### src/led_pkg.sv
package led_pkg;

  localparam int BLK_W   = 64;
  localparam int KEY_W   = 64;
  localparam int CELL_W  = 4;
  localparam int NCELLS  = 16;
  localparam int RC_W    = 6;
  localparam int RC_LEN  = 48;
  localparam int CFG_IDX_W = 2;

  typedef logic [BLK_W-1:0]  blk_t;
  typedef logic [KEY_W-1:0]  key_t;
  typedef logic [CELL_W-1:0] cell_t;
  typedef logic [RC_W-1:0]   rc_t;

  // configuration register indexes
  typedef enum logic [CFG_IDX_W-1:0] {
    REG_KEY_ONE = 2'd0,
    REG_KEY_TWO = 2'd1
  } cfg_reg_t;

  localparam rc_t RC_TABLE [RC_LEN] = '{
    6'h01, 6'h03, 6'h07, 6'h0F, 6'h1F, 6'h3E, 6'h3D, 6'h3B, 6'h37, 6'h2F,
    6'h1E, 6'h3C, 6'h39, 6'h33, 6'h27, 6'h0E, 6'h1D, 6'h3A, 6'h35, 6'h2B,
    6'h16, 6'h2C, 6'h18, 6'h30, 6'h21, 6'h02, 6'h05, 6'h0B, 6'h17, 6'h2E,
    6'h1C, 6'h38, 6'h31, 6'h23, 6'h06, 6'h0D, 6'h1B, 6'h36, 6'h2D, 6'h1A,
    6'h34, 6'h29, 6'h12, 6'h24, 6'h08, 6'h11, 6'h22, 6'h04
  };

  localparam cell_t SBOX [NCELLS] = '{
    4'hC, 4'h5, 4'h6, 4'hB, 4'h9, 4'h0, 4'hA, 4'hD,
    4'h3, 4'hE, 4'hF, 4'h8, 4'h4, 4'h7, 4'h1, 4'h2
  };

  localparam cell_t MDS [4][4] = '{
    '{4'h4, 4'h1, 4'h2, 4'h2},
    '{4'h8, 4'h6, 4'h5, 4'h6},
    '{4'hB, 4'hE, 4'hA, 4'h9},
    '{4'h2, 4'h2, 4'hF, 4'hB}
  };

  // multiply in GF(16) modulo x^4+x+1
  function automatic cell_t gf16_mul(input cell_t a, input cell_t b);
    logic [CELL_W:0] sh;
    cell_t           acc;
    acc = '0;
    sh  = {1'b0, a};
    for (int i = 0; i < CELL_W; i++) begin
      if (b[i]) acc = acc ^ sh[CELL_W-1:0];
      sh = sh << 1;
      if (sh[CELL_W]) sh = sh ^ 5'h13;
    end
    return acc;
  endfunction

  // one LED round: constants, S-box, row rotation, column mix
  function automatic blk_t led_round_f(input blk_t blk, input rc_t rc);
    blk_t        kc;
    blk_t        x;
    blk_t        s;
    blk_t        t;
    blk_t        m;
    logic [63:0] hi;
    logic [63:0] lo;
    cell_t       acc;
    hi = {61'd0, rc[5:3]};
    lo = {61'd0, rc[2:0]};
    kc = (lo << 8) | (64'd3 << 12) | (hi << 24) | (64'd2 << 28) |
         (lo << 40) | (64'd1 << 44) | (hi << 56);
    x = blk ^ kc;
    for (int n = 0; n < NCELLS; n++)
      s[63-4*n -: 4] = SBOX[x[63-4*n -: 4]];
    for (int r = 0; r < 4; r++)
      for (int c = 0; c < 4; c++)
        t[63-4*(r*4+c) -: 4] = s[63-4*(r*4+((c+r)%4)) -: 4];
    for (int c = 0; c < 4; c++)
      for (int r = 0; r < 4; r++) begin
        acc = '0;
        for (int j = 0; j < 4; j++)
          acc = acc ^ gf16_mul(t[63-4*(j*4+c) -: 4], MDS[r][j]);
        m[63-4*(r*4+c) -: 4] = acc;
      end
    return m;
  endfunction

endpackage

### src/led_round_stage.sv
module led_round_stage import led_pkg::*; #(
  parameter int RND     = 0,
  parameter bit KEY_ADD = 1'b0
) (
  input  logic clk,
  input  logic rst_n,
  input  logic vld_in,
  input  blk_t blk_in,
  input  key_t key,
  output logic vld_out,
  output blk_t blk_out
);

  localparam rc_t RC = RC_TABLE[RND % RC_LEN];

  logic vld_r;
  blk_t blk_r;
  blk_t blk_nxt;

  always_comb begin
    blk_nxt = led_round_f(blk_in, RC);
    if (KEY_ADD) blk_nxt = blk_nxt ^ key;
  end

  always_ff @(posedge clk) begin
    if (!rst_n) begin
      vld_r <= 1'b0;
    end else begin
      vld_r <= vld_in;
    end
    blk_r <= blk_nxt;
  end

  assign vld_out = vld_r;
  assign blk_out = blk_r;

endmodule

### config.mk
export PLATFORM = sky130hd
export DESIGN_NAME = led_round_stage
export DESIGN_NICKNAME = d
export VERILOG_FILES = /design/src/led_pkg.sv /design/src/led_round_stage.sv
export SDC_FILE = /design/constraint.sdc
export NUM_CORES = 1
export LEC_CHECK = 0
export BUFFER_PORTS_ARGS = -buffer_cell sky130_fd_sc_hd__clkbuf_2
export CAP_MARGIN = 20
export CELL_PAD_IN_SITES_DETAIL_PLACEMENT = 1
export CELL_PAD_IN_SITES_GLOBAL_PLACEMENT = 1
export CORE_UTILIZATION = 28
export DETAILED_ROUTE_END_ITERATION = 8
export GPL_TIMING_DRIVEN = 1
export PLACE_DENSITY = 0.61
export SLEW_MARGIN = 20
export SYNTH_ARGS = -nofsm -noshare
export SYNTH_HDL_FRONTEND = slang
export SYNTH_SLANG_ARGS = --single-unit
export TNS_END_PERCENT = 30
### constraint.sdc
create_clock -name clk -period 2.91 [get_ports clk]
set_input_delay 0.4365 -clock clk [delete_from_list [all_inputs] [get_ports clk]]
set_output_delay 0.4365 -clock clk [all_outputs]
set_load 0.05 [all_outputs]
==> flow_summary.toml <==
[synth]
synth_nets = 832
synth.top_cell.area_share = 0.254
synth_cell_types = 38
yosys_register_bits = 65
synth_common_cells = "xnor2_1 (188), ha_1 (82), dfxtp_1 (65), xor2_1 (60), inv_1 (56)"
syn_inst = 619
async_flop_share = 0
ys_seq_area_frac = 0.201
post-synth-top-count-cell = "xnor2_1"
netlist_area_mm2 = 0.00648
synth_area_per_cell_um2 = 10.5
synth_area_leaders = "xnor2_1 (25%), dfxtp_1 (20%), ha_1 (16%), mux4_2 (11%), xor2_1 (8.1%)"
synthFlopType = "dfxtp_1"
synth_edf_count = 0
yosysWarningCount = 0
synth_top_area_cell = "xnor2_1"

[global_routing]
grt_pass1_vias = 4739
grt_use_total = 0.123
grt_start_max_net_pins = 11
antenna_found_initial = 0
grt_overflow_total = 0
grt_pass1_wl_mm = 23.4

[detailed_routing]
drt_iter0_drc = 94
wl_per_cell_um = 13.2
routed_via_density = 4.29
wirelength_mm = 13.9
drc = 0
num_vias = 4521
drt_pass1_iterations = 4
drtAntennaViolNets = 0

[finish]
areaGrowthSynthToFinish_pct = 20.6
multi_input_area_mm2 = 0.00488
register_area_mm2 = 0.00130
nets = 978
fin_util = 0.345
antenna-diode-count = 0
nFillCells = 2632
layout-drive-gt1-share = 0.274
fin_area_mm2 = 0.00781

[cts]
cts_setup_buffers = 0
clockBufferDepth = 2
cts.sinks = 65
cts-resized-gates = 0
numCtsBuffers = 9
htree_levels = 3
hold_buffers = 0
cts_tree = "done"
root_buffer = "clkbuf_16"
cts.clk_slew.worst_paths_ns = 0.05

[setup_path]
crit_top_cell = "xnor2_1"
cp.depth = 9
crit_chain = "clkbuf_2, inv_1, ha_1, inv_1, mux4_2, xnor2_1, xnor2_1, xnor2_1, xnor3_1"
required_ns = 3.12
critPathBufInv = 3
endpoint_kind = "flop"
critPathKind = "input pin to flop"
slowest_delay_ns = 0.53
startpoint_type = "input pin"
cp_max_fo = 5
crit_path_top_delay_cell = "mux4_2"
worstPathArrival_ns = 2.63
path_delay_family = "XOR/XNOR gates"

[timing]
worst_pin_slew_ns = 0.594
finalSetupTns_ns = 0
layout_min_cycle_time_ns = 2.43
fmax_mhz = 412
rsz0062_at_grt = "no"
slew_viol_final = 0
relSlewSlack = 0.604
hold_viol_final = 0
fin_crit_sh = 0.834
finalSetupViolCount = 0

[power_and_ir_drop]
p_sw_mw = 3.50
p_leak_nw = 3.45
p_int_mw = 3.55
pwr-share-clk = 0.133
seq_power_share = 0.217
ir_drop_uv = 354
powerDensity_mw_per_mm2 = 903
power_switching_share = 0.496
p_comb_frac = 0.651

[placement]
dpl.hpwl_mm = 12.1
place_congestion = 0.783
portBuffers = 131
placed_area_mm2 = 0.00755

[floorplan]
start_util = 0.286
die-area_mm2 = 0.0237
rows = 55
die-width_um = 154
core_mm2 = 0.0226
io_pins = 196
die_h_um = 154

[job]
drv_cap = 0

[outcome]
status = "completed"

[hold_path]
hp-class = "input pin to flop"
min_path_cells = 2
## worst paths after layout
path	startpoint	endpoint
worst max-delay path	blk_in[28]	blk_out[38]
worst min-delay path	vld_in	vld_out
## registers in the layout, indices dropped and copies added (netlist names)
signal   cells
blk_out     64
vld_out      1
## power by group through the flow
stage	clock network (mW)	registers, mW	logic [mW]
2_1_floorplan	0	3.18	2.04
3_3_place_gp	0	1.55	4.62
3_5_place_dp	0	1.56	4.66
4_1_cts	0.979	1.55	4.67
5_1_grt	1.01	1.58	4.93
6_report	0.936	1.53	4.59
## cell usage in the layout, fill, tap and decap left out, types with 2 or more instances in the layout
cell,count
clkbuf_1,3
a211oi_1,7
clkinv_2,4
xor3_1,2
mux2i_1,16
nor2b_1,3
mux2i_2,2
o21ai_1,8
o21a_1,2
mux4_2,32
mux2_2,2
nand2b_1,3
nand2_1,5
clkbuf_2,131
o21ai_0,16
clkbuf_16,9
nor2_1,21
xnor2_1,188
o32ai_2,2
xnor2_2,4
and2_1,3
dfxtp_1,65
a21oi_1,7
o21bai_1,2
xor2_1,60
nor3b_1,2
inv_1,56
o2bb2ai_1,2
buf_4,20
xnor3_1,3
ha_1,82
## through the flow
step / hold slack [ns] / worst slack (ns) / std cells / total power, mW
after floorplan: 0.558 / 0.399 / 619 / 5.22
after global placement: 0.724 / 0.179 / 1039 / 6.18
after detailed placement: 0.710 / 0.119 / 1039 / 6.22
after CTS: 0.353 / 0.473 / 1055 / 7.20
after global routing: 0.374 / 0.314 / 1055 / 7.51
final: 0.345 / 0.483 / 1055 / 7.06
## per-layer routing
layer  vias to the layer above  part of all wire  routed length [µm]  GRT usage
met2                        76              0.49                6850      0.216
li1                       2303                 -                   -          -
met4                         0             0.013                 176     0.0371
met1                      2128              0.46                6370      0.151
met5                         -                 0                   0          0
met3                        14             0.035                 486     0.0225
## layout make-up
type | count | area share
repair buffers | 151 | 0.103
multi-input cells | 482 | 0.625
clock buffers | 12 | 0.0303
inverters | 56 | 0.0269
flip-flops and latches | 65 | 0.167
well taps | 285 | 0.0457
clock inverters | 4 | 0.00256
## logic make-up after synthesis
group,Yosys count,share of synthesized area
AND/OR/NAND/NOR,38,0.0272
buffers and inverters,72,0.0456
AO/OA/AOI/OAI,50,0.0504
adder cells (fa/ha/maj),82,0.158
XOR/XNOR,260,0.374
multiplexers,52,0.144
flip-flops,65,0.201
(Power assumes the default switching activity.)
